**src/hw/rtl/b2r_pkg.sv**
```systemverilog
`timescale 1ns / 1ps
// ----------------------------------------------------------------------------
// b2r_pkg: shared types and tables for the Roman numeral encoder
// Command and status bundles between controller and datapath, digit shape
// and letter tables.
// ----------------------------------------------------------------------------
package b2r_pkg;

  localparam int unsigned VALUE_W  = 12;
  localparam int unsigned CHAR_W   = 8;
  localparam int unsigned DIGIT_W  = 4;
  localparam int unsigned DEC_W    = 2;   // decade index: 3 thousands .. 0 units
  localparam int unsigned SLOT_W   = 2;   // letter slot within one digit
  localparam int unsigned LEN_W    = 3;   // letters per digit, 0 to 4
  localparam int unsigned MULT_W   = 14;  // holds 9 * 1000

  localparam logic [VALUE_W-1:0] MAX_VALUE = 12'd3999;

  // Letter roles within a decade
  localparam logic [1:0] LET_ONE  = 2'd0;
  localparam logic [1:0] LET_FIVE = 2'd1;
  localparam logic [1:0] LET_TEN  = 2'd2;

  localparam logic [DEC_W-1:0] DEC_THOUSANDS = 2'd3;
  localparam logic [DEC_W-1:0] DEC_UNITS     = 2'd0;

  typedef struct packed {
    logic              load;      // capture in_value
    logic              split;     // extract digit of decade dec
    logic              emit;      // write letter (dec, slot) to output register
    logic              emit_err;  // write error result to output register
    logic [DEC_W-1:0]  dec;
    logic [SLOT_W-1:0] slot;
  } b2r_cmd_t;

  typedef struct packed {
    logic             in_ok;     // in_value lies in 1 to 3999
    logic             out_free;  // output register can take a result now
    logic [LEN_W-1:0] len;       // letter count of the current digit
    logic             last;      // current letter ends the run
  } b2r_status_t;

  // Number of letters a decimal digit takes
  function automatic logic [LEN_W-1:0] shape_len(input logic [DIGIT_W-1:0] d);
    logic [LEN_W-1:0] n;
    case (d)
      4'd1, 4'd5:             n = 3'd1;
      4'd2, 4'd4, 4'd6, 4'd9: n = 3'd2;
      4'd3, 4'd7:             n = 3'd3;
      4'd8:                   n = 3'd4;
      default:                n = 3'd0;
    endcase
    return n;
  endfunction

  // Letter role of slot s for digit d
  function automatic logic [1:0] shape_code(input logic [DIGIT_W-1:0] d,
                                            input logic [SLOT_W-1:0]  s);
    logic [1:0] c;
    case (d)
      4'd4:             c = (s == 2'd0) ? LET_ONE : LET_FIVE;
      4'd5:             c = LET_FIVE;
      4'd6, 4'd7, 4'd8: c = (s == 2'd0) ? LET_FIVE : LET_ONE;
      4'd9:             c = (s == 2'd0) ? LET_ONE : LET_TEN;
      default:          c = LET_ONE;
    endcase
    return c;
  endfunction

  // ASCII letter for a decade and letter role
  function automatic logic [CHAR_W-1:0] decade_letter(input logic [DEC_W-1:0] dec,
                                                      input logic [1:0]       c);
    logic [CHAR_W-1:0] ch;
    case ({dec, c})
      {2'd0, LET_ONE}:  ch = "I";
      {2'd0, LET_FIVE}: ch = "V";
      {2'd0, LET_TEN}:  ch = "X";
      {2'd1, LET_ONE}:  ch = "X";
      {2'd1, LET_FIVE}: ch = "L";
      {2'd1, LET_TEN}:  ch = "C";
      {2'd2, LET_ONE}:  ch = "C";
      {2'd2, LET_FIVE}: ch = "D";
      {2'd2, LET_TEN}:  ch = "M";
      default:          ch = "M";  // thousands use only the one-letter
    endcase
    return ch;
  endfunction

  // k times the weight of decade dec
  function automatic logic [MULT_W-1:0] decade_mult(input logic [DEC_W-1:0] dec,
                                                    input logic [DIGIT_W-1:0] k);
    logic [MULT_W-1:0] w;
    case (dec)
      2'd3:    w = 14'd1000;
      2'd2:    w = 14'd100;
      2'd1:    w = 14'd10;
      default: w = 14'd1;
    endcase
    return MULT_W'(w * MULT_W'(k));
  endfunction

endpackage

```
**src/hw/rtl/binary_to_roman_numeral_encoder_core.sv**
```systemverilog
`timescale 1ns / 1ps
// ----------------------------------------------------------------------------
// binary_to_roman_numeral_encoder_core: binary to Roman numeral encoder
// Converts a 12-bit integer into its subtractive Roman numeral, one ASCII
// letter per result, most significant letter first.
// ----------------------------------------------------------------------------
//
//  Channel   Ports                                        Direction
//  -------   -------------------------------------------  ---------
//  in        in_valid, in_stall, in_value[11:0]           request in
//  out       out_valid, out_stall, out_character[7:0],    result out
//            out_last, out_error
//
// One request at a time. The accept step plus four digit-split steps (one
// per decade, a parallel compare against the decade's multiples) come first;
// then one letter per cycle while the output is not stalled, up to 15, with
// each empty thousands, hundreds or tens digit before the final letter passed
// over in its own step (15 letters for 3888).
// Out-of-range values (0, above 3999) give one error result.
// A stalled output holds the letter walk; in_stall stays high until the
// last letter of the run is in the output register.
// Reset (rst_n, synchronous) clears the state machine and output valid only.
//
module binary_to_roman_numeral_encoder_core
  import b2r_pkg::*;
(
  input  logic                clk,
  input  logic                rst_n,
  // request channel
  input  logic                in_valid,
  output logic                in_stall,
  input  logic [VALUE_W-1:0]  in_value,
  // result channel
  output logic                out_valid,
  input  logic                out_stall,
  output logic [CHAR_W-1:0]   out_character,
  output logic                out_last,
  output logic                out_error
);

  b2r_cmd_t    cmd;
  b2r_status_t status;

  // Controller: accept, split sequencing, decade and slot walk
  b2r_ctrl u_ctrl (
    .clk      (clk),
    .rst_n    (rst_n),
    .in_valid (in_valid),
    .in_stall (in_stall),
    .status   (status),
    .cmd      (cmd)
  );

  // Datapath: remainder, digits, letter lookup, output register
  b2r_dpath u_dpath (
    .clk           (clk),
    .rst_n         (rst_n),
    .in_value      (in_value),
    .cmd           (cmd),
    .status        (status),
    .out_valid     (out_valid),
    .out_stall     (out_stall),
    .out_character (out_character),
    .out_last      (out_last),
    .out_error     (out_error)
  );

endmodule

```
**src/hw/rtl/b2r_ctrl.sv**
```systemverilog
`timescale 1ns / 1ps
// ----------------------------------------------------------------------------
// b2r_ctrl: sequencing state machine
// Takes a request, steps the digit split, then walks decades and letter
// slots until the final letter is written out.
// ----------------------------------------------------------------------------
module b2r_ctrl
  import b2r_pkg::*;
(
  input  logic        clk,
  input  logic        rst_n,
  input  logic        in_valid,
  output logic        in_stall,
  input  b2r_status_t status,
  output b2r_cmd_t    cmd
);

  localparam logic [1:0] ST_IDLE  = 2'd0;
  localparam logic [1:0] ST_SPLIT = 2'd1;
  localparam logic [1:0] ST_EMIT  = 2'd2;
  localparam logic [1:0] ST_ERR   = 2'd3;

  logic [1:0]        state_r, state_nxt;
  logic [DEC_W-1:0]  dec_r, dec_nxt;
  logic [SLOT_W-1:0] slot_r, slot_nxt;

  assign in_stall = (state_r != ST_IDLE);

  always_comb begin
    state_nxt    = state_r;
    dec_nxt      = dec_r;
    slot_nxt     = slot_r;
    cmd          = '0;
    cmd.dec      = dec_r;
    cmd.slot     = slot_r;
    unique case (state_r)
      ST_IDLE: begin
        if (in_valid) begin
          cmd.load  = 1'b1;
          dec_nxt   = DEC_THOUSANDS;
          slot_nxt  = '0;
          state_nxt = status.in_ok ? ST_SPLIT : ST_ERR;
        end
      end
      ST_SPLIT: begin
        cmd.split = 1'b1;
        if (dec_r == DEC_UNITS) begin
          dec_nxt   = DEC_THOUSANDS;
          state_nxt = ST_EMIT;
        end else begin
          dec_nxt = dec_r - 2'd1;
        end
      end
      ST_EMIT: begin
        if (status.len == '0) begin
          // empty digit: skip to the next decade
          dec_nxt = dec_r - 2'd1;
        end else if (status.out_free) begin
          cmd.emit = 1'b1;
          if (status.last) begin
            state_nxt = ST_IDLE;
          end else if ({1'b0, slot_r} == status.len - 3'd1) begin
            slot_nxt = '0;
            dec_nxt  = dec_r - 2'd1;
          end else begin
            slot_nxt = slot_r + 2'd1;
          end
        end
      end
      ST_ERR: begin
        if (status.out_free) begin
          cmd.emit_err = 1'b1;
          state_nxt    = ST_IDLE;
        end
      end
      default: state_nxt = ST_IDLE;
    endcase
  end

  always_ff @(posedge clk) begin
    if (!rst_n) begin
      state_r <= ST_IDLE;
      dec_r   <= '0;
      slot_r  <= '0;
    end else begin
      state_r <= state_nxt;
      dec_r   <= dec_nxt;
      slot_r  <= slot_nxt;
    end
  end

endmodule

```
**src/hw/rtl/b2r_dpath.sv**
```systemverilog
`timescale 1ns / 1ps
// ----------------------------------------------------------------------------
// b2r_dpath: digit split and letter datapath
// Holds the remainder and four decimal digits, looks up letters and keeps
// the output register.
// ----------------------------------------------------------------------------
module b2r_dpath
  import b2r_pkg::*;
(
  input  logic                clk,
  input  logic                rst_n,
  input  logic [VALUE_W-1:0]  in_value,
  input  b2r_cmd_t            cmd,
  output b2r_status_t         status,
  output logic                out_valid,
  input  logic                out_stall,
  output logic [CHAR_W-1:0]   out_character,
  output logic                out_last,
  output logic                out_error
);

  logic [VALUE_W-1:0] rem_r, rem_nxt;
  logic [DIGIT_W-1:0] digit_r [4];
  logic [DIGIT_W-1:0] split_digit;
  logic [DIGIT_W-1:0] cur_digit;
  logic               lower_zero;
  logic               out_valid_r;
  logic [CHAR_W-1:0]  char_r;
  logic               last_r;
  logic               error_r;

  // Digit of the current decade: highest k with k*weight <= remainder
  always_comb begin
    split_digit = '0;
    for (int k = 1; k <= 9; k++) begin
      if ({2'b00, rem_r} >= decade_mult(cmd.dec, DIGIT_W'(k))) begin
        split_digit = DIGIT_W'(k);
      end
    end
    rem_nxt = VALUE_W'({2'b00, rem_r} - decade_mult(cmd.dec, split_digit));
  end

  assign cur_digit = digit_r[cmd.dec];

  // High if every decade below the current one is empty
  always_comb begin
    lower_zero = 1'b1;
    for (int i = 0; i < 4; i++) begin
      if (DEC_W'(i) < cmd.dec && digit_r[i] != '0) begin
        lower_zero = 1'b0;
      end
    end
  end

  assign status.in_ok    = (in_value != '0) && (in_value <= MAX_VALUE);
  assign status.out_free = !out_valid_r || !out_stall;
  assign status.len      = shape_len(cur_digit);
  assign status.last     = lower_zero && ({1'b0, cmd.slot} == status.len - 3'd1);

  always_ff @(posedge clk) begin
    if (cmd.load) begin
      rem_r <= in_value;
    end else if (cmd.split) begin
      rem_r            <= rem_nxt;
      digit_r[cmd.dec] <= split_digit;
    end
  end

  always_ff @(posedge clk) begin
    if (!rst_n) begin
      out_valid_r <= 1'b0;
    end else if (cmd.emit || cmd.emit_err) begin
      out_valid_r <= 1'b1;
    end else if (!out_stall) begin
      out_valid_r <= 1'b0;
    end
  end

  always_ff @(posedge clk) begin
    if (cmd.emit) begin
      char_r  <= decade_letter(cmd.dec, shape_code(cur_digit, cmd.slot));
      last_r  <= status.last;
      error_r <= 1'b0;
    end else if (cmd.emit_err) begin
      char_r  <= '0;
      last_r  <= 1'b1;
      error_r <= 1'b1;
    end
  end

  assign out_valid     = out_valid_r;
  assign out_character = char_r;
  assign out_last      = last_r;
  assign out_error     = error_r;

endmodule
```
**config.mk**
```make
export PLATFORM = sky130hd
export DESIGN_NAME = binary_to_roman_numeral_encoder_core
export DESIGN_NICKNAME = d
export VERILOG_FILES = /design/src/hw/rtl/b2r_pkg.sv /design/src/hw/rtl/binary_to_roman_numeral_encoder_core.sv /design/src/hw/rtl/b2r_ctrl.sv /design/src/hw/rtl/b2r_dpath.sv
export SDC_FILE = /design/constraint.sdc
export NUM_CORES = 1
export LEC_CHECK = 0
export BUFFER_PORTS_ARGS = -buffer_cell sky130_fd_sc_hd__buf_2
export CORE_UTILIZATION = 57
export CTS_CLUSTER_SIZE = 10
export DETAILED_ROUTE_END_ITERATION = 12
export MAX_ROUTING_LAYER = met4
export PLACE_DENSITY = 0.86
export SYNTH_ARGS = -nofsm -noshare
export SYNTH_HDL_FRONTEND = slang
export SYNTH_SLANG_ARGS = --single-unit
```
**constraint.sdc**
```tcl
create_clock -name clk -period 6.9 [get_ports clk]
set_input_delay 1.725 -clock clk [delete_from_list [all_inputs] [get_ports clk]]
set_output_delay 1.725 -clock clk [all_outputs]
set_load 0.01 [all_outputs]
```
== Word level (Yosys, flattened, before mapping) ==
Memory sizes are Yosys's and may differ from the RTL's. A register that Yosys moved wholly into a read port is not among the register bits.
Index checks and enable logic that the tools add are counted.

* Add/sub/neg operators: 4
* Multipliers: 6
* Div/mod/pow operators: 0
* Order comparisons: 14
* Eq/ne operators: 24
* Shift-type cells: 0
* Multiplexer cells: 60
* Bitwise gates (word level): 0
* Reductions and logical operators: 28

{| class="wikitable"
|+ Operators with widths
! kind !! number
|-
| $ge A12 B14 Y1 || 5
|-
| $mux W2 || 24
|-
| $pmux W10 S3 || 1
|-
| $mul A10 B3 Y13 const B || 2
|-
| $mul A10 B2 Y12 const B || 2
|-
| $mux W12 || 2
|-
| $mux W1 || 21
|-
| $eq A4 B3 Y1 const B || 4
|-
| $mux W8 || 2
|-
| $pmux W2 S4 || 2
|-
| $reduce_bool A4 Y1 || 4
|-
| $mul A10 B4 Y14 const B || 1
|-
| $ge A12 B13 Y1 || 1
|-
| $ge A12 B10 Y1 || 1
|-
| $ge A12 B11 Y1 || 1
|-
| $ge A12 B12 Y1 || 1
|-
| $le A12 B12 Y1 const B || 1
|-
| $mul A10 B4 Y12 || 1
|-
| $mux W3 || 4
|-
| $ne A2 B2 Y1 const B || 6
|-
| $reduce_bool A12 Y1 || 1
|-
| $sub A12 B12 Y12 || 1
|-
| $reduce_and A5 Y1 || 2
|-
| $eq A2 B2 Y1 const B || 4
|-
| 23 further kinds || 42
|}

* Register bits: 29
* Bits in latches: 0
* Bits in writable memories: 16
* ROM bits: 128
* Input bits: 16
* Word-level logic and storage cells: 147
* Memories: 3

{| class="wikitable"
|+ Memory list
! memory !! words !! width !! rd ports !! clocked after Yosys merged registers in !! wr ports !! RTL line !! text
|-
| (name not given) || 16 || 5 || 1 || 0 || 0 || b2r_pkg.sv:74 || <nowiki>case ({dec, c})</nowiki>
|-
| (name not given) || 16 || 3 || 1 || 0 || 0 || b2r_pkg.sv:46 || <nowiki>case (d)</nowiki>
|-
| u_dpath.digit_r || 4 || 4 || 5 || 1 || 1 || b2r_dpath.sv:23 || <nowiki>logic [DIGIT_W-1:0] digit_r [4];</nowiki>
|}

== Depth between registers and ports, before layout ==
Gate-level depths: netlist (run 1).

* Word-level depth: 16
* Depth in mapped cells: 27

== Modules after synthesis ==
From an unflattened synthesis (run 1), not the netlist that was laid out.

* Cells, all modules: 654
* Area total of the unflattened synthesis: 5821.8 um^2

{| class="wikitable"
|+ Modules (own cells, without submodules)
! module !! instances !! cells an instance !! area an instance (um^2) !! seq. area each (um^2)
|-
| b2r_dpath || 1 || 581 || 5247.5 || 1091.0
|-
| b2r_ctrl || 1 || 73 || 574.3 || 120.1
|}

== Worst setup path after synthesis (run 1) ==
OpenSTA, ideal clock, no wires.

* Path kind: register to register
* Start point: reg u_ctrl.dec_r[1]
* End point: reg u_dpath.rem_r[11], data pin
* Setup time: 152 ps
* Arrival time: 6389 ps
* Slack: 359 ps
* Stages on the path, launching flop included: 26
* Cells stage by stage: dfxtp_1 clkbuf_1 inv_1 ha_1 nor2_2 ha_1 a211o_1 nand3_1 o211ai_1 a21o_1 a211oi_4 nand3_2 a31oi_2 and2_1 fa_1 ha_1 fa_1 inv_1 ha_1 inv_1 a21oi_1 o31ai_1 a21oi_1 o211a_1 or3_1 a31oi_1

* Elaborated cells between the ends (all ways): 31
* Classes of those cells: add/sub: 1; mul: 6; order compare: 9; eq/ne: 3; mux: 12

{| class="wikitable"
|+ RTL lines
! element !! RTL line !! text
|-
| start: declaration || b2r_ctrl.sv:24 || <nowiki>logic [DEC_W-1:0] dec_r, dec_nxt;</nowiki>
|-
| start signal: assignment || b2r_ctrl.sv:87 || <nowiki>dec_r <= dec_nxt;</nowiki>
|-
| $eq A2 B1 Y1 / $eq A2 B2 Y1 (equally long branches) || b2r_pkg.sv:93 || <nowiki>case (dec)</nowiki>
|-
| $pmux W10 S3 (*) || b2r_pkg.sv:93 ||
|-
| $mul A10 B4 Y14 / $ge A12 B13 Y1 (equally long branches) || b2r_pkg.sv:99, b2r_dpath.sv:36 ||
|-
| $ge A12 B14 Y1 / $mux W4 (equally long branches) || b2r_dpath.sv:36 || <nowiki>if ({2'b00, rem_r} >= decade_mult(cmd.dec, DIGIT_W'(k))) begin</nowiki>
|-
| $mux W4 (*) || b2r_dpath.sv:36 ||
|-
| named net u_dpath.split_digit[3] || b2r_dpath.sv:24 || <nowiki>logic [DIGIT_W-1:0] split_digit;</nowiki>
|-
| $mul A10 B4 Y12 (*) || b2r_pkg.sv:99 || <nowiki>return MULT_W'(w * MULT_W'(k));</nowiki>
|-
| $sub A12 B12 Y12 (*) || b2r_dpath.sv:40 || <nowiki>rem_nxt = VALUE_W'({2'b00, rem_r} - decade_mult(cmd.dec, split_digit));</nowiki>
|-
| $mux W12 (*) || b2r_dpath.sv:63 || <nowiki>end else if (cmd.split) begin</nowiki>
|-
| $mux W12 (*) || b2r_dpath.sv:61 || <nowiki>if (cmd.load) begin</nowiki>
|-
| end signal: assignment || b2r_dpath.sv:62 || <nowiki>rem_r <= in_value;</nowiki>
|-
| end signal: assignment || b2r_dpath.sv:64 || <nowiki>rem_r <= rem_nxt;</nowiki>
|-
| end: declaration || b2r_dpath.sv:22 || <nowiki>logic [VALUE_W-1:0] rem_r, rem_nxt;</nowiki>
|}

The timed path passes the listed nets; every way through them passes the cells marked *. The select of a mux whose other input is x is not followed.
A chain may end at the register's enable or synchronous reset.

== Worst setup path in the final report (run 1) ==
* Start point: reg u_ctrl.dec_r[0]
* End point: reg u_dpath.rem_r[10], data pin

* Elaborated cells between the ends (all ways): 31
* Classes of those cells: add/sub: 1; mul: 6; order compare: 9; eq/ne: 3; mux: 12

{| class="wikitable"
|+ RTL lines
! element !! RTL line
|-
| $eq A2 B1 Y1 / $eq A2 B2 Y1 (equally long branches) || b2r_pkg.sv:93
|-
| $pmux W10 S3 (*) || b2r_pkg.sv:93
|-
| $mul A10 B2 Y12 / $ge A12 B11 Y1 (equally long branches) || b2r_pkg.sv:99, b2r_dpath.sv:36
|-
| $ge A12 B14 Y1 / $mux W2 (equally long branches) || b2r_dpath.sv:36
|-
| $mux W2 || b2r_dpath.sv:36
|-
| $mux W3 (4 in a row) || b2r_dpath.sv:36
|-
| $mux W4 || b2r_dpath.sv:36
|-
| $mux W4 (*) || b2r_dpath.sv:36
|-
| named net u_dpath.split_digit[1] || b2r_dpath.sv:24
|-
| $mul A10 B4 Y12 (*) || b2r_pkg.sv:99
|-
| $sub A12 B12 Y12 (*) || b2r_dpath.sv:40
|-
| $mux W12 (*) || b2r_dpath.sv:63
|-
| $mux W12 (*) || b2r_dpath.sv:61
|}

Marks and branches as above.

==> results of run 1 <==
[what timing repair did]
item | 4_1_cts | 5_1_grt
setup endpoints to repair | 0 | 4
setup buffers | 0 | 0
gates resized for setup | 0 | 8
[stage by stage]
stage          std cells  setup slack (ns)  hold WS [ns]  area (µm²)  util (%)
6_report             768             0.325         0.499        6000      64.3
3_3_place_gp         760             0.139         0.450        5870      62.9
4_1_cts              768            0.0319         0.498        5960      63.9
3_5_place_dp         760             0.110         0.472        5870      62.9
5_1_grt              768           0.00419         0.519        6000      64.3
2_1_floorplan        599             0.359         0.465        5520         -
[worst paths after layout]
check               startpoint                end  slack (ns)  cells past startpoint
max            u_ctrl.dec_r[0]  u_dpath.rem_r[10]        0.33                     24
min          u_dpath.out_error  u_dpath.out_error        0.50                      2
max reg2reg    u_ctrl.dec_r[0]  u_dpath.rem_r[10]        0.33                     24
min reg2reg  u_dpath.out_error  u_dpath.out_error        0.50                      2
[worst max-delay path, stage by stage, from the launching register on]
cell       delay [ns]
dfxtp_1          0.54
inv_2            0.17
ha_1             0.31
buf_4            0.22
ha_1             0.32
nand2b_4         0.15
a2111oi_4        0.06
nor3_1           0.34
maj3_2           0.32
a31oi_1          0.09
a211o_1          0.37
a31oi_4          0.30
o21ai_0          0.18
fa_1             0.53
inv_1            0.05
ha_1             0.30
fa_1             0.50
inv_1            0.04
ha_1             0.33
a21boi_0         0.26
o21ai_0          0.13
a21oi_1          0.30
o211ai_1         0.15
a2111o_1         0.38
nand3_1          0.07
[flip-flops by register name, indices dropped and copies added, names as in the netlist, named ones only]
name                   flops
u_dpath.rem_r             12
u_dpath.out_valid          1
u_dpath.out_error          1
u_ctrl.slot_r              2
u_dpath.out_last           1
u_dpath.out_character      6
u_dpath.digit_r           16
u_ctrl.state_r             2
u_ctrl.dec_r               2
[layout make-up]
| type | instances | area share (%) |
|---|---|---|
| clock buffer | 5 | 1.15 |
| inverter | 77 | 4.82 |
| multi-input combinational | 468 | 66.0 |
| sequential | 45 | 20.9 |
| tap | 129 | 2.69 |
| timing repair buffer | 41 | 4.09 |
| clock inverter | 3 | 0.417 |
[cell families after synthesis]
| family | after synthesis | share of synthesized area, % |
|---|---|---|
| buffers and inverters | 86 | 6.26 |
| AO/OA/AOI/OAI | 150 | 19.6 |
| multiplexers | 13 | 3.29 |
| other | 1 | 0.0680 |
| XOR/XNOR | 10 | 1.59 |
| adder cells (fa/ha/maj) | 122 | 30.5 |
| flip-flops | 45 | 22.7 |
| AND/OR/NAND/NOR | 171 | 16.0 |
[layer usage]
metal,vias up,global-route usage (%)
li1,2256,-
met1,2256,38.8
met2,228,48.9
met3,42,5.36
met4,0,10.3
met5,-,-
[layout by cell type, fill, tap and decap left out, types with 4 or more instances in the layout]
master	Yosys	layout
a211o_1	6	6
a211oi_1	4	4
a21o_1	8	8
a21oi_1	35	35
a31oi_1	10	10
and2_1	14	14
and3_1	6	6
buf_2	0	25
buf_4	2	16
clkbuf_8	0	5
dfxtp_1	10	10
edfxtp_1	35	35
fa_1	21	21
ha_1	100	100
inv_1	76	74
mux2i_1	8	8
mux4_2	4	4
nand2_1	40	40
nand2b_1	9	9
nand3_1	9	9
nand4_1	8	8
nor2_1	37	37
nor2b_1	6	6
nor3_1	15	15
nor3b_1	5	5
nor4_1	9	9
o211ai_1	5	5
o21a_1	13	13
o21ai_0	16	16
o21ai_1	8	8
o31ai_1	9	8
xnor2_1	7	7
==> summary.md, run 1 <==
| Metric | Value |
|---|---|
| Maximum root-to-sink buffer count | `2` |
| Max Fclk | `0.152 GHz` |
| Top sig layer | `met4` |
| Clk_skew | `0.00519 ns` |
| Synth Register Bits | `45` |
| Clock root cell | `clkbuf_8` |
| Count leader, synth | `ha_1` |
| Multi-input gate area | `3960 µm²` |
| H-Tree Depth | `2` |
| # fillers | `741` |
| # nets final | `775` |
| Reg area | `1250 µm²` |
| Initial antenna violation count | `0` |
| Layout cell share with drive strength beyond 1 | `12.1%` |
| Final Max Tran Viols | `0` |
| Starting density of the core | `59.1%` |
| Ys Warns | `0` |
| Type of the tightest min-delay check | `register to register` |
| Rel. slew slack | `31.4%` |
| TritonCTS buffer count | `5` |
| Register area share after synthesis | `22.7%` |
| DR vias/cell | `6.23` |
| DRT Wirelength | `14.2 mm` |
| Worst-skew pair later-pin latency | `0.30 ns` |
| Critical Path Sink Type | `register` |
| Top post-synthesis cells by area | `ha_1, edfxtp_1, fa_1` |
| Starting DRC count in detailed routing | `406` |
| I/O pin cnt | `28` |
| CTS clock-pin slew for the worst setup and hold paths | `0.10 ns` |
| Kind of critical path | `register to register` |
| Worst EP arrival | `6.75 ns` |
| RePlAce Congestion | `0.987` |
| P&R area growth vs syn | `8.78%` |
| Width of the die | `100 µm` |
| Post-DP HPWL | `11.4 mm` |
| Vias | `4782` |
| Crit-path max FO | `12` |
| Metal2 WL | `6.69 mm` |
| Minimum clock period | `6.57 ns` |
| Largest net degree at the start of global routing | `21` |
| Worst setup SP type | `register` |
| Crit share post-route | `95.3%` |
| Routed metal-1 wirelength | `6.10 mm` |
| Max Cap Violations | `0` |
| First-pass DRT Iterations | `5` |
| RSZ-0062 raised after global routing | `false` |
| Port Buffers | `25` |
| Clock sinks | `45` |
| Core area | `9330 µm²` |
| # rows | `35` |
| Vias in the first global route | `4750` |
| Crit path required time | `7.07 ns` |
| Remaining Overflow, GRT | `0` |
| Number of enable flip-flop cells after synthesis | `35` |
| Cell area after synthesis | `5520 µm²` |
| # DRC | `0` |
| Mean routed wirelength per cell | `18.5 µm` |
| Post-Synthesis Cells | `598` |
| Post-synth top area cell | `ha_1` |
| Synth async-reset ratio | `0%` |
| Synth top area share | `22.7%` |
| Primary FF master, synth | `edfxtp_1` |
| Cts hold-fix bufs | `0` |
| Setup TNS | `0 ns` |
| Final Hold Viols | `0` |
| First-pass GRT wire length | `23.1 mm` |
| Post-synth top cells | `ha_1, inv_1, nand2_1` |
| Die Area | `10100 µm²` |
| Die Height | `100 µm` |
| CTS tree | `built` |
| Outcome | `complete, no violations` |
| GRT Total Usage | `30.4%` |
| Slew of the pin with the lowest slew margin | `1.02 ns` |
| Mean area per synthesized cell | `9.22 µm²` |
| Antenna-violating nets left | `0` |
| Met3 Routed Length | `1.05 mm` |
| Final setup fails | `0` |
| Antenna diode count | `0` |
| Post-synth cell types | `70` |
Power of run 1 is left out: the tool's default activity adds up to more than one toggle a clock period on the data nets, which glitch-free logic cannot reach.
==> run 2, diff against run 1 <==
--- a/config.mk
+++ b/config.mk
@@ -6,11 +6,12 @@
 export NUM_CORES = 1
 export LEC_CHECK = 0
 export BUFFER_PORTS_ARGS = -buffer_cell sky130_fd_sc_hd__buf_2
-export CORE_UTILIZATION = 57
+export CORE_UTILIZATION = 59
+export CTS_BUF_LIST = sky130_fd_sc_hd__clkbuf_4
 export CTS_CLUSTER_SIZE = 10
 export DETAILED_ROUTE_END_ITERATION = 12
 export MAX_ROUTING_LAYER = met4
-export PLACE_DENSITY = 0.86
+export PLACE_DENSITY = 0.88
 export SYNTH_ARGS = -nofsm -noshare
 export SYNTH_HDL_FRONTEND = slang
 export SYNTH_SLANG_ARGS = --single-unit
==> summary.md, run 2 (same netlist as run 1, synthesis figures left out) <==
| Metric | Value |
|---|---|
| Crit. Startpoint | `u_ctrl.dec_r[0]` |
| Starting density of the core | `62.0%` |
| Clock sinks | `45` |
| Crit-path max FO | `9` |
| Multi-input gate area | `3970 µm²` |
| Antenna-violating nets left | `0` |
| Top sig layer | `met4` |
| Reg area | `1250 µm²` |
| Kind of critical path | `register to register` |
| Commonest non-fill, non-tap cell in the layout | `ha_1` |
| Type of the tightest min-delay check | `register to register` |
| Cts hold-fix bufs | `0` |
| Crit share post-route | `96.1%` |
| Max Fclk | `0.151 GHz` |
| RSZ-0062 raised after global routing | `true` |
| Width of the die | `98.7 µm` |
| Final Hold Viols | `0` |
| DP Area | `5830 µm²` |
| Vias | `4762` |
| DR vias/cell | `6.36` |
| Clk_skew | `0.0161 ns` |
| Clock root cell | `clkbuf_4` |
| Hold path startpoint | `u_dpath.out_error` |
| Crit path required time | `7.15 ns` |
| H-Tree Depth | `2` |
| RR Endpoint | `u_dpath.rem_r[11]` |
| RePlAce Congestion | `0.970` |
| P&R area growth vs syn | `8.33%` |
| # rows | `34` |
| # DRC | `0` |
| GRT Total Usage | `32.0%` |
| Outcome | `complete, no violations` |
| FF-to-FF path depth | `24` |
| Port Buffers | `25` |
| Minimum clock period | `6.63 ns` |
| Largest net degree at the start of global routing | `21` |
| TritonCTS buffer count | `5` |
| Final Max Tran Viols | `0` |
| Util after Layout | `67.2%` |
| CTS tree | `built` |
| Worst EP arrival | `6.88 ns` |
| Remaining Overflow, GRT | `0` |
| Slew of the pin with the lowest slew margin | `0.996 ns` |
| Metal2 WL | `7.01 mm` |
| # nets final | `777` |
| I/O pin cnt | `28` |
| Top reg by flops | `u_dpath.digit_r` |
| Core area | `8890 µm²` |
| Setup TNS | `0 ns` |
| Antenna diode count | `0` |
| FF-to-FF Start | `u_ctrl.dec_r[0]` |
| # fillers | `700` |
| CP Capture Point | `u_dpath.rem_r[11]` |
| Initial antenna violation count | `0` |
| Rel. slew slack | `32.8%` |
| Die Height | `98.7 µm` |
| Post-DP HPWL | `11.7 mm` |
| First-pass GRT wire length | `23.6 mm` |
| Final setup fails | `0` |
| Layout cell share with drive strength beyond 1 | `13.1%` |
| CTS clock-pin slew for the worst setup and hold paths | `0.16 ns` |
| Worst setup SP type | `register` |
| DRT Wirelength | `14.5 mm` |
| Critical Path Sink Type | `register` |
| Routed metal-1 wirelength | `6.10 mm` |
| Worst-skew pair later-pin latency | `0.40 ns` |
| Starting DRC count in detailed routing | `390` |
| Reg2reg setup slack | `0.27 ns` |
| Max Cap Violations | `0` |
| Most frequent cells in the layout | `ha_1, inv_1, nand2_1, nor2_1` |
| Met3 Routed Length | `1.02 mm` |
| Largest register FFs | `16` |
| First-pass DRT Iterations | `5` |
| Mean routed wirelength per cell | `19.4 µm` |
| Post-route design area | `5970 µm²` |
| Vias in the first global route | `4801` |
| Maximum root-to-sink buffer count | `2` |
| Die Area | `9740 µm²` |
==> run 2: final cells by class <==
type	count	share of cell area [%]
multi-input cells	468	66.4
clock buffers	5	0.628
clock inverters	3	0.419
repair buffers	43	4.36
inverters	77	4.96
well taps	108	2.26
flip-flops and latches	45	21.0
==> run 2: timing repair <==
item	4_1_cts	5_1_grt
resized for setup	0	13
setup endpoints to repair	0	5
buffers inserted	0	4
==> run 2: worst min path at each step <==
stage          slack, ns  cells after the start           endpoint
3_5_place_dp        0.46                      2  u_dpath.out_error
3_3_place_gp        0.45                      2  u_dpath.out_error
6_report            0.49                      2  u_dpath.out_error
2_1_floorplan       0.46                      2  u_ctrl.state_r[1]
4_1_cts             0.50                      2  u_dpath.out_error
5_1_grt             0.54                      2  u_ctrl.state_r[1]
==> run 2: stage by stage <==
stage | worst slack [ns] | hold slack, ns | cells
floorplan | 0.359 | 0.465 | 599
global placement | 0.273 | 0.452 | 737
detailed placement | 0.180 | 0.462 | 737
CTS | 0.107 | 0.496 | 745
global route | -0.0410 | 0.542 | 749
finish | 0.267 | 0.494 | 749
==> run 2: worst max-delay path: stages (launching register included) <==
cell	delay, ns
dfxtp_2	0.48
clkinvlp_4	0.24
ha_1	0.35
buf_4	0.20
ha_1	0.31
nand2b_4	0.17
a2111oi_4	0.39
nor3_2	0.13
maj3_2	0.33
a31o_1	0.24
a221oi_2	0.44
o21a_2	0.25
o31ai_1	0.08
ha_1	0.31
fa_1	0.58
inv_1	0.08
ha_1	0.30
o21a_1	0.12
o21ai_1	0.16
a21oi_1	0.14
o31ai_2	0.27
a21oi_1	0.18
o211a_1	0.26
or3_1	0.30
a31oi_1	0.16
==> run 2: metal layers <==
layer	vias to the layer above	GRT usage [%]
met2	213	53.5
li1	2251	-
met4	0	11.8
met3	43	4.82
met5	-	-
met1	2255	39.5
Power of run 2 is left out for the same reason.
==> run 3, diff against run 2 <==
--- a/config.mk
+++ b/config.mk
@@ -10,6 +10,7 @@
 export CTS_BUF_LIST = sky130_fd_sc_hd__clkbuf_4
 export CTS_CLUSTER_SIZE = 10
 export DETAILED_ROUTE_END_ITERATION = 12
+export GPL_TIMING_DRIVEN = 0
 export MAX_ROUTING_LAYER = met4
 export PLACE_DENSITY = 0.88
 export SYNTH_ARGS = -nofsm -noshare
==> summary.md, run 3 (same netlist as run 1, synthesis figures left out) <==
| Metric | Value |
|---|---|
| Crit. Startpoint | `u_ctrl.dec_r[1]` |
| Antenna diode count | `0` |
| First-pass DRT Iterations | `5` |
| Initial antenna violation count | `0` |
| Die Area | `9740 µm²` |
| GRT Total Usage | `29.8%` |
| Minimum clock period | `6.59 ns` |
| Worst-skew pair later-pin latency | `0.37 ns` |
| Post-DP HPWL | `10.9 mm` |
| Rel. slew slack | `44.8%` |
| Layout cell share with drive strength beyond 1 | `14.5%` |
| H-Tree Depth | `2` |
| Max Fclk | `0.152 GHz` |
| RR Endpoint | `u_dpath.rem_r[11]` |
| Final Hold Viols | `0` |
| Width of the die | `98.7 µm` |
| Crit share post-route | `95.4%` |
| CP Cell Sequence | `clkbuf_4 -> clkinvlp_4 -> buf_4 -> ha_2 -> buf_6 -> and3_1 -> o21ai_2 -> ha_1 -> nand3_1 -> nor4_2 -> o221ai_1 -> and2_2 -> a31oi_4 -> nand2_1 -> fa_1 -> fa_1 -> inv_1 -> fa_1 -> inv_1 -> ha_1 -> or3_1 -> o211a_1 -> or3_1 -> a31oi_1` |
| Maximum root-to-sink buffer count | `2` |
| Clk_skew | `0.0292 ns` |
| Max Cap Violations | `0` |
| Clock root cell | `clkbuf_4` |
| Slew of the pin with the lowest slew margin | `0.817 ns` |
| Core area | `8890 µm²` |
| Most frequent cells in the layout | `ha_1, inv_1, nand2_1, nor2_1, edfxtp_1` |
| # DRC | `0` |
| Setup TNS | `0 ns` |
| P&R area growth vs syn | `9.78%` |
| Final setup fails | `0` |
| Die Height | `98.7 µm` |
| Vias in the first global route | `4585` |
| Crit path required time | `7.11 ns` |
| Starting density of the core | `62.0%` |
| Crit-path max FO | `10` |
| Clock sinks | `45` |
| # nets final | `785` |
| Largest register FFs | `16` |
| TritonCTS buffer count | `5` |
| Port Buffers | `25` |
| Starting DRC count in detailed routing | `409` |
| Critical Path Sink Type | `register` |
| Remaining Overflow, GRT | `0` |
| Slowest cell delay on critical path | `0.54 ns` |
| CTS clock-pin slew for the worst setup and hold paths | `0.14 ns` |
| DRT Wirelength | `13.7 mm` |
| Type of the tightest min-delay check | `register to register` |
| # rows | `34` |
| Commonest non-fill, non-tap cell in the layout | `ha_1` |
| Mean routed wirelength per cell | `18.1 µm` |
| Largest net degree at the start of global routing | `16` |
| DR vias/cell | `6.30` |
| Most used cell, CP | `fa_1` |
| Antenna-violating nets left | `0` |
| Top reg by flops | `u_dpath.digit_r` |
| Outcome | `complete, no violations` |
| Worst EP arrival | `6.80 ns` |
| FF-to-FF path depth | `24` |
| CP Capture Point | `u_dpath.rem_r[11]` |
| RePlAce Congestion | `0.936` |
| FF-to-FF Start | `u_ctrl.dec_r[1]` |
| Kind of critical path | `register to register` |
| CTS tree | `built` |
| RSZ-0062 raised after global routing | `false` |
| Reg2reg setup slack | `0.31 ns` |
| Final Max Tran Viols | `0` |
| Vias | `4770` |
| I/O pin cnt | `28` |
| First-pass GRT wire length | `22.2 mm` |
| Worst setup SP type | `register` |
| CP max-delay cell | `fa_1` |
## run 3: cell types whose count changed in the layout (fill, tap and decap cells not counted), moves of 2 or more
cell,change
o21ai_2,+2
clkbuf_1,+4
o21ai_1,-2
buf_6,+2
inv_1,-2
## run 3: what timing repair did
item	in CTS	in global routing
pin swaps	0	4
endpoints found under the setup margin	9	5
resized for setup	10	15
hold buffers	0	0
setup buffers	7	10
## run 3: cell type report
cell class | count | area, µm²
Fill cell | 668 | 2840
Timing Repair Buffer | 42 | 253
Multi-Input combinational cell | 468 | 3990
Inverter | 77 | 300
Clock inverter | 3 | 21.3
Buffer | 9 | 60.1
Sequential cell | 45 | 1260
Clock buffer | 5 | 37.5
Tap cell | 108 | 135
## run 3: worst min-delay path by stage
stage | startpoint | endpoint | slack, ns | depth (start not counted)
floorplan | u_ctrl.state_r[1] | u_ctrl.state_r[1] | 0.46 | 2
global placement | u_dpath.out_error | u_dpath.out_error | 0.45 | 2
detailed placement | u_dpath.out_error | u_dpath.out_error | 0.46 | 2
CTS | u_dpath.out_error | u_dpath.out_error | 0.50 | 2
global route | u_dpath.out_error | u_dpath.out_error | 0.52 | 2
finish | u_dpath.out_error | u_dpath.out_error | 0.51 | 2
## run 3: layer usage
layer | routed length, µm | vias to the layer above | global-route usage, %
met1 | 5870 | 2238 | 38.2
met2 | 6540 | 201 | 49.4
met3 | 827 | 52 | 3.19
met4 | 498 | 0 | 10.2
li1 | - | 2279 | -
met5 | 0 | - | -
## run 3: per-stage QoR
| stage | hold slack [ns] | cells | worst slack (ns) | utilization [%] | instance area, µm² |
|---|---|---|---|---|---|
| after floorplan | 0.465 | 599 | 0.359 | - | 5520 |
| after global placement | 0.447 | 732 | -0.843 | 65.0 | 5780 |
| after detailed placement | 0.465 | 732 | -1.00 | 65.0 | 5780 |
| after CTS | 0.496 | 747 | 0.0261 | 66.7 | 5930 |
| after global routing | 0.517 | 757 | 0.000684 | 68.1 | 6050 |
| final | 0.508 | 757 | 0.314 | 68.1 | 6050 |
## run 3: worst max-delay path: cells and delay by family (launching register included)
kind | cells | cell delay [ns]
adder cells (fa/ha/maj) | 6 | 2.42
AND/OR/NAND/NOR | 7 | 1.78
AO/OA/AOI/OAI | 5 | 1.10
flip-flops | 1 | 0.41
buffers and inverters | 6 | 0.71
Power of run 3 is left out for the same reason.
